File: src/rtl/stln_pkg.sv
// shared types and character constants for the source text line normaliser
// no dependencies
package stln_pkg;

	localparam logic [7:0] CH_LF    = 8'd10;
	localparam logic [7:0] CH_CR    = 8'd13;
	localparam logic [7:0] CH_SEMI  = 8'h3B;
	localparam logic [7:0] CH_QUOTE = 8'h22;
	localparam logic [7:0] CH_SPACE = 8'h20;
	localparam logic [7:0] CH_STAR  = 8'h2A;

	// output queue depth and index widths
	localparam int unsigned QDEPTH = 4;
	localparam int unsigned QAW    = $clog2(QDEPTH);
	localparam int unsigned QCW    = $clog2(QDEPTH + 1);

	typedef enum logic [1:0] {
		BRK_NONE = 2'd0,
		BRK_LF   = 2'd1,
		BRK_CR   = 2'd2
	} brk_t;

	typedef struct packed {
		logic [7:0] in_byte;
		logic       in_last;
	} in_t;

	typedef struct packed {
		logic [7:0] out_byte;
		logic       out_last;
	} out_t;

	typedef struct packed {
		logic string_mode;
		logic comment_mode;
		brk_t held_break;
		logic after_newline;
	} norm_st_t;

	// results of one input beat: up to two bytes
	typedef struct packed {
		logic [1:0] cnt;
		logic [7:0] byte0;
		logic [7:0] byte1;
		logic       last;
	} step_t;

endpackage

File: src/rtl/source_text_line_normalizer.sv
// top level of the source text line normaliser
// depends on stln_pkg, stln_norm and stln_obuf
//
// raw channel: one text byte per beat (in_byte, in_last), valid/stall.
// clean channel: normalised bytes, one per beat, out_last on the final byte
// of a text. Each raw beat gives zero, one or two clean beats.
// A raw beat is registered, then the normalising logic runs on it together
// with the mode flags and writes its results into a four-entry queue that
// drives the clean channel straight from its entries.
// Path: the input register beat_s1, then the entries of the result queue.
// Throughput: one raw beat per cycle while each gives at most one result
// and the clean channel does not stall; beats giving two results are held
// back by the single read port of the result queue.
// A stall on the clean channel fills the queue; raw_stall rises once the
// queue cannot take two more beats behind the registered byte.
// Reset clears the mode flags, the held line break and the queue.
// After a beat with in_last set all mode state returns to its reset values.
module source_text_line_normalizer import stln_pkg::*; (
	input  logic clk,
	input  logic arst_n,
	input  logic raw_valid,
	output logic raw_stall,
	input  in_t  raw_beat,
	output logic clean_valid,
	input  logic clean_stall,
	output out_t clean_beat
);

	logic  valid_s1;
	in_t   beat_s1;
	logic  room;
	logic  fire;
	step_t res;

	assign fire      = valid_s1 && room;
	assign raw_stall = valid_s1 && !room;

	always_ff @(posedge clk or negedge arst_n) begin
		if (!arst_n) begin
			valid_s1 <= 1'b0;
		end else if (!raw_stall) begin
			valid_s1 <= raw_valid;
		end
	end

	always_ff @(posedge clk) begin
		if (!raw_stall && raw_valid) begin
			beat_s1 <= raw_beat;
		end
	end

	stln_norm u_norm (
		.clk    (clk),
		.arst_n (arst_n),
		.fire   (fire),
		.beat   (beat_s1),
		.res    (res)
	);

	stln_obuf u_obuf (
		.clk    (clk),
		.arst_n (arst_n),
		.push   (fire),
		.res    (res),
		.room   (room),
		.valid  (clean_valid),
		.stall  (clean_stall),
		.data   (clean_beat)
	);

endmodule

File: src/rtl/stln_norm.sv
// per-beat normalising logic and the string / comment / line-break state
// depends on stln_pkg
module stln_norm import stln_pkg::*; (
	input  logic       clk,
	input  logic       arst_n,
	input  logic       fire,
	input  in_t        beat,
	output step_t      res
);

	norm_st_t st_q;
	norm_st_t st_d;

	always_ff @(posedge clk or negedge arst_n) begin
		if (!arst_n) begin
			st_q <= '{string_mode: 1'b0, comment_mode: 1'b0,
			          held_break: BRK_NONE, after_newline: 1'b0};
		end else if (fire) begin
			st_q <= st_d;
		end
	end

	always_comb begin
		logic [7:0] b;
		logic       pair;
		logic       do_handle;
		logic       emit;
		logic [7:0] ebyte;
		logic [1:0] n;
		logic [7:0] o0;
		logic [7:0] o1;
		norm_st_t   s;

		b         = beat.in_byte;
		s         = st_q;
		n         = 2'd0;
		o0        = CH_LF;
		o1        = CH_LF;
		emit      = 1'b0;
		ebyte     = b;
		do_handle = 1'b1;
		pair      = 1'b0;

		// a held break either pairs with this byte or is let out first
		if (s.held_break != BRK_NONE) begin
			pair = (s.held_break == BRK_LF) ? (b == CH_CR) : (b == CH_LF);
			s.held_break    = BRK_NONE;
			s.after_newline = 1'b1;
			if (pair) begin
				n         = 2'd2;
				o0        = CH_SPACE;
				o1        = CH_LF;
				do_handle = 1'b0;
			end else begin
				n  = 2'd1;
				o0 = CH_LF;
			end
		end

		if (do_handle) begin
			if (s.comment_mode && b != CH_LF) begin
				emit            = 1'b1;
				ebyte           = CH_SPACE;
				s.after_newline = 1'b0;
			end else begin
				s.comment_mode = 1'b0;
				if (b == CH_QUOTE) begin
					s.string_mode = ~s.string_mode;
				end
				priority if (s.string_mode) begin
					emit            = 1'b1;
					s.after_newline = 1'b0;
				end else if (b == CH_LF || b == CH_CR) begin
					s.held_break = (b == CH_LF) ? BRK_LF : BRK_CR;
				end else if ((s.after_newline && b == CH_STAR) || b == CH_SEMI) begin
					s.comment_mode  = 1'b1;
					emit            = 1'b1;
					ebyte           = CH_SPACE;
					s.after_newline = 1'b0;
				end else begin
					emit            = 1'b1;
					s.after_newline = 1'b0;
				end
			end
			if (emit) begin
				if (n == 2'd0) begin
					o0 = ebyte;
				end else begin
					o1 = ebyte;
				end
				n = n + 2'd1;
			end
		end

		// end of text flushes a held break and returns to the reset state
		if (beat.in_last) begin
			if (s.held_break != BRK_NONE) begin
				if (n == 2'd0) begin
					o0 = CH_LF;
				end else begin
					o1 = CH_LF;
				end
				n = n + 2'd1;
			end
			s = '{string_mode: 1'b0, comment_mode: 1'b0,
			      held_break: BRK_NONE, after_newline: 1'b0};
		end

		st_d      = s;
		res.cnt   = n;
		res.byte0 = o0;
		res.byte1 = o1;
		res.last  = beat.in_last;
	end

endmodule

File: src/rtl/stln_obuf.sv
// small result queue: takes up to two beats per cycle, gives one per cycle while not stalled
// depends on stln_pkg
module stln_obuf import stln_pkg::*; (
	input  logic  clk,
	input  logic  arst_n,
	input  logic  push,
	input  step_t res,
	output logic  room,
	output logic  valid,
	input  logic  stall,
	output out_t  data
);

	out_t             mem [QDEPTH];
	logic [QAW-1:0]   wr_q;
	logic [QAW-1:0]   rd_q;
	logic [QCW-1:0]   cnt_q;
	logic             pop;
	logic [1:0]       nwr;
	logic [QAW-1:0]   wr1;
	out_t             e0;
	out_t             e1;

	assign valid = (cnt_q != '0);
	assign data  = mem[rd_q];
	assign pop   = valid && !stall;
	// room for two more beats once this cycle's pop is counted
	assign room  = ({1'b0, cnt_q} - {{QCW{1'b0}}, pop}) <= (QCW + 1)'(QDEPTH - 2);
	assign nwr   = push ? res.cnt : 2'd0;
	assign wr1   = wr_q + QAW'(1);
	assign e0    = '{out_byte: res.byte0, out_last: res.last && res.cnt == 2'd1};
	assign e1    = '{out_byte: res.byte1, out_last: res.last};

	always_ff @(posedge clk) begin
		if (nwr != 2'd0) begin
			mem[wr_q] <= e0;
		end
		if (nwr == 2'd2) begin
			mem[wr1] <= e1;
		end
	end

	always_ff @(posedge clk or negedge arst_n) begin
		if (!arst_n) begin
			wr_q  <= '0;
			rd_q  <= '0;
			cnt_q <= '0;
		end else begin
			wr_q  <= wr_q + QAW'(nwr);
			if (pop) begin
				rd_q <= rd_q + QAW'(1);
			end
			cnt_q <= cnt_q + QCW'(nwr) - QCW'(pop);
		end
	end

endmodule

File: config.mk
export PLATFORM = sky130hd
export DESIGN_NAME = source_text_line_normalizer
export DESIGN_NICKNAME = d
export VERILOG_FILES = /design/src/rtl/stln_pkg.sv /design/src/rtl/source_text_line_normalizer.sv /design/src/rtl/stln_norm.sv /design/src/rtl/stln_obuf.sv
export SDC_FILE = /design/constraint.sdc
export NUM_CORES = 1
export LEC_CHECK = 0
export ABC_AREA = 0
export BUFFER_PORTS_ARGS = -buffer_cell sky130_fd_sc_hd__buf_2
export CAP_MARGIN = 25
export CORE_ASPECT_RATIO = 0.8
export CORE_MARGIN = 3
export CORE_UTILIZATION = 55
export DETAILED_ROUTE_END_ITERATION = 8
export PLACE_DENSITY = 0.74
export RECOVER_POWER = 25
export SETUP_SLACK_MARGIN = 0.1
export SYNTH_ARGS = -nofsm -noshare
export SYNTH_HDL_FRONTEND = slang
export SYNTH_SLANG_ARGS = --single-unit
File: constraint.sdc
create_clock -name clk -period 3.6 [get_ports clk]
set_clock_uncertainty 0.05 [all_clocks]
set_input_delay 1.08 -clock clk [delete_from_list [all_inputs] [get_ports clk]]
set_output_delay 1.08 -clock clk [all_outputs]
set_load 0.02 [all_outputs]
# == After elaboration in Yosys (flattened, before gate mapping) ==
# Memories as Yosys holds them, arrays and structs flattened.
# Index checks and enable logic that the tools add are counted.
# totals
inputBits,13
wordCells,102
output_inout_bits,11
reg_bits,22
ram_bits,36
n_memories,1
# mem_list
name,words,width,rd,rd_ports_with_merged_regs,wr,line_no,rtl
u_obuf.mem,4,9,1,0,2,stln_obuf.sv:14,out_t mem [QDEPTH];
# classes
n_addsub,8
eq_ne,10
bitwise,1
n_mux,51
n_reduce_logical,20
n_lt_le_gt_ge,1
# op_table
operator,count
8-bit two-way mux,17
"8-bit by 6-bit equality test with 1-bit output, second input constant",3
1-bit two-way mux,19
2-bit two-way mux,9
"8-bit by 4-bit equality test with 1-bit output, second input constant",2
5-bit two-way mux,2
"2-bit by 1-bit adder with 2-bit output, second input constant",4
"8-bit by 4-bit inequality test with 1-bit output, second input constant",1
2-bit nonzero test,4
1-bit logical AND,7
3-bit two-way mux,2
6-bit two-way mux,1
"2-bit by 1-bit equality test with 1-bit output, second input constant",2
"4-bit by 2-bit <= comparator with 1-bit output, second input constant",1
2-bit zero test,2
4-bit two-way mux,1
3-bit by 1-bit subtractor with 4-bit output,1
3-bit by 2-bit adder with 3-bit output,1
1-bit zero test,3
3-bit AND reduction,1
3-bit nonzero test,1
3-bit by 1-bit subtractor with 3-bit output,1
2-bit adder,1
"2-bit equality test, second input constant",1
3 further kinds,4

# == Logic depth before layout (Yosys ltp) ==
# Gate-level depths: netlist of run 1.
# logic_depth
word_depth,17
mapped_depth,14
ltp_nobuf,13

# == Cells and area by module ==
# From an unflattened synthesis of run 1, not the netlist that was laid out.
# unflattened
cells_unflattened,251
area_unflattened_um2,3313.2
# modules_own_cells
mod,instances,cells_per_inst,seq_area_each_um2,area_per_inst_um2
stln_obuf,1,139,1256.2,2258.4
stln_norm,1,97,125.1,720.7
source_text_line_normalizer,1,15,295.3,334.1

# == Least setup slack after synthesis of run 1 ==
# OpenSTA, ideal clock, no wires.
# synth_path
kind,input to register
start,input port clean_stall
end,register u_obuf.cnt_q[2]
required_ns,3.427
stages,13
path_slack_ns,0.098
t_arrival_ns,3.329
n_path_buf,1
setup_ns,0.123
path_cell_list,nor2b_1 ha_1 ha_1 or2_1 o21ai_1 o211ai_2 clkbuf_1 nor2_1 ha_1 inv_1 fa_1 xor2_1 xnor2_1
# synth_between
elab_chain_cells,8
# synth_lines
element,line_no,rtl
"start, declared",source_text_line_normalizer.sv:25,"input logic clean_stall,"
1-bit zero test *,stln_obuf.sv:26,assign pop = valid && !stall;
1-bit logical AND *,stln_obuf.sv:26,
3-bit by 1-bit subtractor with 4-bit output,stln_obuf.sv:28,"assign room = ({1'b0, cnt_q} - {{QCW{1'b0}}, pop}) <= (QCW + 1)'(QDEPTH - 2);"
4-bit by 2-bit <= comparator with 1-bit output,stln_obuf.sv:28,
1-bit logical AND,source_text_line_normalizer.sv:35,assign fire = valid_s1 && room;
2-bit two-way mux,stln_obuf.sv:29,assign nwr = push ? res.cnt : 2'd0;
3-bit by 2-bit adder with 3-bit output,stln_obuf.sv:53,cnt_q <= cnt_q + QCW'(nwr) - QCW'(pop);
3-bit by 1-bit subtractor with 3-bit output *,stln_obuf.sv:53,
"end signal, assigned",stln_obuf.sv:53,
"end, declared",stln_obuf.sv:17,logic [QCW-1:0] cnt_q;
# Every way passes the cells marked *; elsewhere a longest branch is shown, timed or not.
# A chain may end at the register's enable or synchronous reset.

# == Worst setup path in the final report of run 1 ==
# layout_path
start,register u_obuf.cnt_q[1]
end,output port raw_stall
# layout_between
elab_chain_cells,6
# layout_lines
element,line_no,rtl
3-bit nonzero test,stln_obuf.sv:24,assign valid = (cnt_q != '0);
1-bit logical AND,stln_obuf.sv:26,
via u_obuf.pop,stln_obuf.sv:18,logic pop;
3-bit by 1-bit subtractor with 4-bit output,stln_obuf.sv:28,
4-bit by 2-bit <= comparator with 1-bit output,stln_obuf.sv:28,
1-bit zero test,source_text_line_normalizer.sv:36,assign raw_stall = valid_s1 && !room;
1-bit logical AND,source_text_line_normalizer.sv:36,
"end, declared",source_text_line_normalizer.sv:22,"output logic raw_stall,"
# The timed path passes the listed nets, and every way through them passes these cells.

==> results of run 1 <==
cell families (layout without fill, tap and decap cells):
group	count (synthesis)	after routing	share of synthesized area, %
fa+ha+maj	8	8	3.35
flops	58	58	52.2
xor+xnor	8	8	2.18
buf+inv	18	76	3.00
mux	14	14	7.88
compound gates	53	53	13.3
simple gates	94	94	18.0
per-layer routing:
metal,share of wire (%),vias up,GRT usage [%]
met5,0,-,0
met4,1.0,0,8.19
met3,4.6,8,5.16
met2,45,57,31.7
met1,49,1044,28.3
li1,-,1060,-
timing repair:
item                       4_1_cts  5_1_grt
setup endpoints to repair        1        2
setup buffers                    3        3
resized for setup                6        5
pin swaps                        3        2
final timing paths:
kind / startpoint / end / depth (start not counted)
hold reg to reg: u_norm.st_q[0]$_DFFE_PN0P_ / u_norm.st_q[0]$_DFFE_PN0P_ / 1
hold / removal: u_norm.st_q[0]$_DFFE_PN0P_ / u_norm.st_q[0]$_DFFE_PN0P_ / 1
setup / recovery: u_obuf.cnt_q[1]$_DFF_PN0_ / raw_stall / 10
min in group asynchronous: arst_n / u_norm.st_q[3]$_DFFE_PN0P_ / 1
setup reg to reg: beat_s1[1]$_DFFE_PP_ / u_obuf.cnt_q[2]$_DFF_PN0_ / 11
max in group asynchronous: arst_n / u_norm.st_q[1]$_DFFE_PN0P_ / 1
area by class of cell:
cell class | count | area [sq um] | share of cell area (%)
clock buffer | 9 | 124 | 3.22
clock inverter | 7 | 125 | 3.25
inverter | 10 | 37.5 | 0.976
multi-input combinational | 177 | 1460 | 37.9
sequential | 58 | 1680 | 43.6
tap | 78 | 97.6 | 2.54
timing repair buffer | 50 | 327 | 8.49
through the flow:
| step | std cells | hold slack (ns) | area (sq um) | util [%] | setup WS, ns |
|---|---|---|---|---|---|
| 2_1_floorplan | 253 | 0.424 | 3210 | - | 0.132 |
| 3_3_place_gp | 367 | 0.454 | 3530 | 63.6 | 0.0157 |
| 3_5_place_dp | 367 | 0.465 | 3530 | 63.6 | -0.0126 |
| 4_1_cts | 386 | 0.516 | 3820 | 68.8 | 0.110 |
| 5_1_grt | 389 | 0.527 | 3850 | 69.2 | 0.0722 |
| 6_report | 389 | 0.505 | 3850 | 69.2 | 0.187 |
placed cells by master (no fill, tap or decap), drive strengths merged, types with 7 or more instances in the layout:
master / count
a21o: 8
a21oi: 17
buf: 45
clkbuf: 14
dfrtp: 13
edfxtp: 45
ha: 7
inv: 11
mux4: 9
nand2: 16
nor2: 35
state kept, by name, summed over array words and instances, names as in the netlist:
| name | flops |
|---|---|
| beat_s1 | 9 |
| u_obuf.wr_q | 2 |
| u_norm.st_q | 5 |
| valid_s1 | 1 |
| u_obuf.cnt_q | 3 |
| u_obuf.rd_q | 2 |
| u_obuf.mem | 36 |
power by group through the flow:
stage	logic (mW)	clock network (mW)	registers, mW
detailed placement	1.16	0	1.17
CTS	1.22	0.752	1.15
finish	1.25	0.739	1.14
global placement	1.14	0	1.16
floorplan	0.890	0	1.06
global route	1.36	0.782	1.17
==> results.cfg, run 1 <==
[drt]
drtIter0Drc = 130
ant_nets = 0
via_per_inst = 5.58
wire_per_inst_um = 16.7
drc = 0
vias = 2169
totalWireLength_um = 6480
dr.pass1.iters = 4

[sta]
rsz0062_at_grt = yes
final.setup.tns_ns = 0
worstMarginPinSlew_ns = 0.744
finalSetupViolCount = 0
max_freq_ghz = 0.293
hold_viol_final = 0
final-max-slew-violation-count = 0
period_share_pct = 94.8
maxSlewHeadroom_pct = 50.4
min_period_ns = 3.41

[floorplanning]
die_w_um = 91.4
die_area_sq_um = 6790
num_rows = 24
die_h_um = 74.3
start_util_pct = 57.8
coreArea_sq_um = 5560
io_pins = 24

[setup_path]
crit_arrival_ns = 2.28
worstSetupStartpointType = flop
cp.required_ns = 2.47
path_cells = or3_4 -> nor2b_4 -> ha_2 -> ha_2 -> or2_1 -> o21ai_2 -> o21ai_1 -> nand2_1 -> inv_2 -> buf_6
rrSetupSlack_ns = 0.20
critPathMaxFanout = 2
critPathBufInv = 2
critical_path_class = flop to primary output
critPathMostFrequentCell = ha_2
end_kind = primary output
crit_path_max_incr_delay_ns = 0.40
cp_slowest_cell = dfrtp_1
crit_family = simple AND/OR/NAND/NOR gates

[clocking]
cts_buffers = 9
clock_latency_ns = 0.34
htreeDepth = 3
cts_tree = built
path_clk_slew_ns = 0.07
cts_num_sinks = 58
cts-root-buf = clkbuf_8
cts_buffer_depth = 2
cts_hold_buf = 0

[logic_synthesis]
yosysTopAreaCell = edfxtp_1
ys_warn_count = 0
ys_seq_area_share_pct = 52.2
synth_common_cells = edfxtp_1 (45), nor2_1 (34), nand2_1 (16)
synthTopCellsByArea = edfxtp_1 (42%), dfrtp_1 (10%), mux4_2 (6.3%)
synth_area_sq_um = 3210
synth.most_common_cell = edfxtp_1
netlist.area_leader.share_pct = 42.1
synth.ff_latch_count = 58
syn_inst = 253
syn_nets = 274
async_reset_ff_share_pct = 22.4
avgSynthCellArea_sq_um = 12.7
synth_cell_types = 65
synth_flop_cell = edfxtp_1
synth-edff-count = 45

[placed_design]
globalplace.congestion = 0.884
dp_hpwl_um = 4800
port_buffers = 23

[pwr]
p_switching_mw = 1.11
cellPowerDensity_nw_per_um2 = 813
power.internal_mw = 2.02
power.share.combinational_pct = 39.8
vdd_drop_max_mv = 0.584
netSwitchingFraction_pct = 35.3
power_mw = 3.13
clock_power_share_pct = 23.6
seqPwrFrac_pct = 36.5
p_leak_nw = 1.52

[final_layout]
antenna_cells = 0
syn2layout_area_growth_pct = 19.8
drive_above_1_share_pct = 33.1
nets = 327
filler_cell_count = 411

[global_route]
grt_overflow = 0
antenna_found_initial = 0
grt_pass1_wl_um = 10400
grt_pass1_vias = 2092
grt_max_degree = 14
grt_usage_pct = 20.5

[worst_hold_path]
hold_class = flop to flop

[run_status]
run_status = finished, final reports clean

[job]
drv_cap = 0
Note: power is estimated with default switching activity, not from simulation.
==> run 2, diff against run 1 <==
--- a/config.mk
+++ b/config.mk
@@ -10,9 +10,9 @@
 export CAP_MARGIN = 25
 export CORE_ASPECT_RATIO = 0.8
 export CORE_MARGIN = 3
-export CORE_UTILIZATION = 55
+export CORE_UTILIZATION = 54
 export DETAILED_ROUTE_END_ITERATION = 8
-export PLACE_DENSITY = 0.74
+export PLACE_DENSITY = 0.76
 export RECOVER_POWER = 25
 export SETUP_SLACK_MARGIN = 0.1
 export SYNTH_ARGS = -nofsm -noshare
==> constraint.sdc (replaced) <==
create_clock -name clk -period 2.98 [get_ports clk]
set_clock_uncertainty 0.05 [all_clocks]
set_input_delay 0.894 -clock clk [delete_from_list [all_inputs] [get_ports clk]]
set_output_delay 0.894 -clock clk [all_outputs]
set_load 0.02 [all_outputs]
==> results.cfg, run 2 (synthesis gave the netlist of run 1 again) <==
[run_status]
run_status = complete, but fails checks
violations = negative setup slack

[drt]
vias = 2531
dr.pass1.iters = 5
via_per_inst = 5.83
drc = 0
wire_per_inst_um = 19.3
drtIter0Drc = 208
ant_nets = 0
totalWireLength_um = 8380

[clocking]
cts_buffers = 9
cts_tree = built
cts_buffer_depth = 2
path_clk_slew_ns = 0.06
clock_latency_ns = 0.34
cts_hold_buf = 0
cts-root-buf = clkbuf_8
htreeDepth = 3
cts_num_sinks = 58

[sta]
fin_ws_ns = -0.283
hold_viol_final = 0
worstMarginPinSlew_ns = 0.799
finalSetupViolCount = 68
final-max-slew-violation-count = 0
rsz0062_at_grt = yes
maxSlewHeadroom_pct = 46.7
max_freq_ghz = 0.306
whs_ns = 0.512
min_period_ns = 3.26
period_share_pct = 109

[floorplanning]
io_pins = 24
start_util_pct = 57.5
die_w_um = 92.2
coreArea_sq_um = 5590
die_h_um = 75.0
die_area_sq_um = 6910
num_rows = 24

[worst_hold_path]
hold_class = flop to flop
min-delay-start = u_norm.st_q[0]$_DFFE_PN0P_

[global_route]
grt_overflow = 0
antenna_found_initial = 0
grt_max_degree = 14
grt_usage_pct = 22.8
grt_pass1_wl_um = 11500
grt_pass1_vias = 2261

[pwr]
netSwitchingFraction_pct = 38.0
p_leak_nw = 1.79
vdd_drop_max_mv = 0.903
cellPowerDensity_nw_per_um2 = 956
clock_power_share_pct = 14.5
seqPwrFrac_pct = 31.2
p_switching_mw = 1.62
power.share.combinational_pct = 54.2
power.internal_mw = 2.64

[job]
drv_cap = 0

[setup_path]
critPathMaxFanout = 2
cp-startpoint = u_obuf.cnt_q[1]$_DFF_PN0_
critical_path_class = flop to primary output
crit_arrival_ns = 2.32
r2r_start = u_obuf.cnt_q[1]$_DFF_PN0_
end_kind = primary output
worstSetupStartpointType = flop
cp.required_ns = 2.04

[final_layout]
reg_top3 = u_obuf.mem: 36 flops, beat_s1: 9 flops, u_norm.st_q: 5 flops
antenna_cells = 0
drive_above_1_share_pct = 52.2
syn2layout_area_growth_pct = 39.1
most-common-layout-cells = buf_4 (51), edfxtp_1 (45), nor2_1 (23)
largest-register = u_obuf.mem
nets = 372
filler_cell_count = 328
largest_reg_flops = 36
layout_commonest_cell = buf_4

[placed_design]
dp_hpwl_um = 5200
globalplace.congestion = 0.835
port_buffers = 23
pre_cts_ws_ns = -0.246
## run 2: cell count changes in the layout (fill, tap and decap cells not counted), sizes merged, moves of 2 or more
cell      delta
buf         +47
clkinv       +2
clkinvlp     +2
bufinv       -3
clkbuf       -4
## run 2: area by class of cell
cell class	count	area [sq um]	share of cell area, %
sequential	58	1680	37.6
clock buffer	9	124	2.78
multi-input combinational	179	1760	39.3
tap	78	97.6	2.19
timing repair buffer	93	726	16.3
clock inverter	7	46.3	1.04
inverter	10	37.5	0.841
## run 2: power by group through the flow
stage / combinational (mW) / clock [mW] / sequential (mW)
CTS: 1.90 / 0.624 / 1.32
global placement: 1.71 / 0 / 1.32
floorplan: 1.21 / 0 / 1.29
finish: 2.31 / 0.619 / 1.33
detailed placement: 1.75 / 0 / 1.34
global route: 2.46 / 0.658 / 1.35
## run 2: per-layer routing
metal	track usage [%]	part of all wire (%)
met1	30.5	42
met2	37.7	49
met3	5.39	6.9
met4	7.58	2.5
met5	0	0
## run 2: path summary, 6_finish.rpt
kind / endpoint / slack (ns) / depth (start not counted)
min: u_norm.st_q[0]$_DFFE_PN0P_ / 0.51 / 1
max in group asynchronous: u_obuf.cnt_q[2]$_DFF_PN0_ / 1.82 / 1
max reg2reg: u_obuf.mem[2][2]$_DFFE_PP_ / -0.22 / 13
min in group asynchronous: u_norm.st_q[3]$_DFFE_PN0P_ / 0.56 / 1
min reg2reg: u_norm.st_q[0]$_DFFE_PN0P_ / 0.51 / 1
max: raw_stall / -0.28 / 10
## run 2: per-stage QoR
stage	utilization, %	std cells	instance area (sq um)	TNS (ns)	power [mW]
2_1_floorplan	-	253	3320	-0.0841	2.50
4_1_cts	74.5	423	4160	-0.423	3.85
3_5_place_dp	69.3	400	3870	-4.37	3.09
5_1_grt	79.9	434	4460	-13.99	4.47
3_3_place_gp	69.3	400	3870	-2.32	3.03
6_report	79.9	434	4460	-7.22	4.27
## run 2: timing repair
| action | CTS | global route |
|---|---|---|
| resized for setup | 15 | 49 |
| setup endpoints to repair | 33 | 67 |
| buffers inserted | 6 | 12 |
| gates cloned | 2 | 0 |
| pin swaps | 11 | 28 |
## run 2: worst max-delay path: stages (launching register included)
cell,delay [ns]
dfrtp_1,0.38
or3_4,0.40
nor2b_4,0.15
ha_4,0.16
ha_4,0.15
or2_1,0.21
o21ai_2,0.18
o21ai_2,0.08
nand2_1,0.10
inv_2,0.04
buf_6,0.12
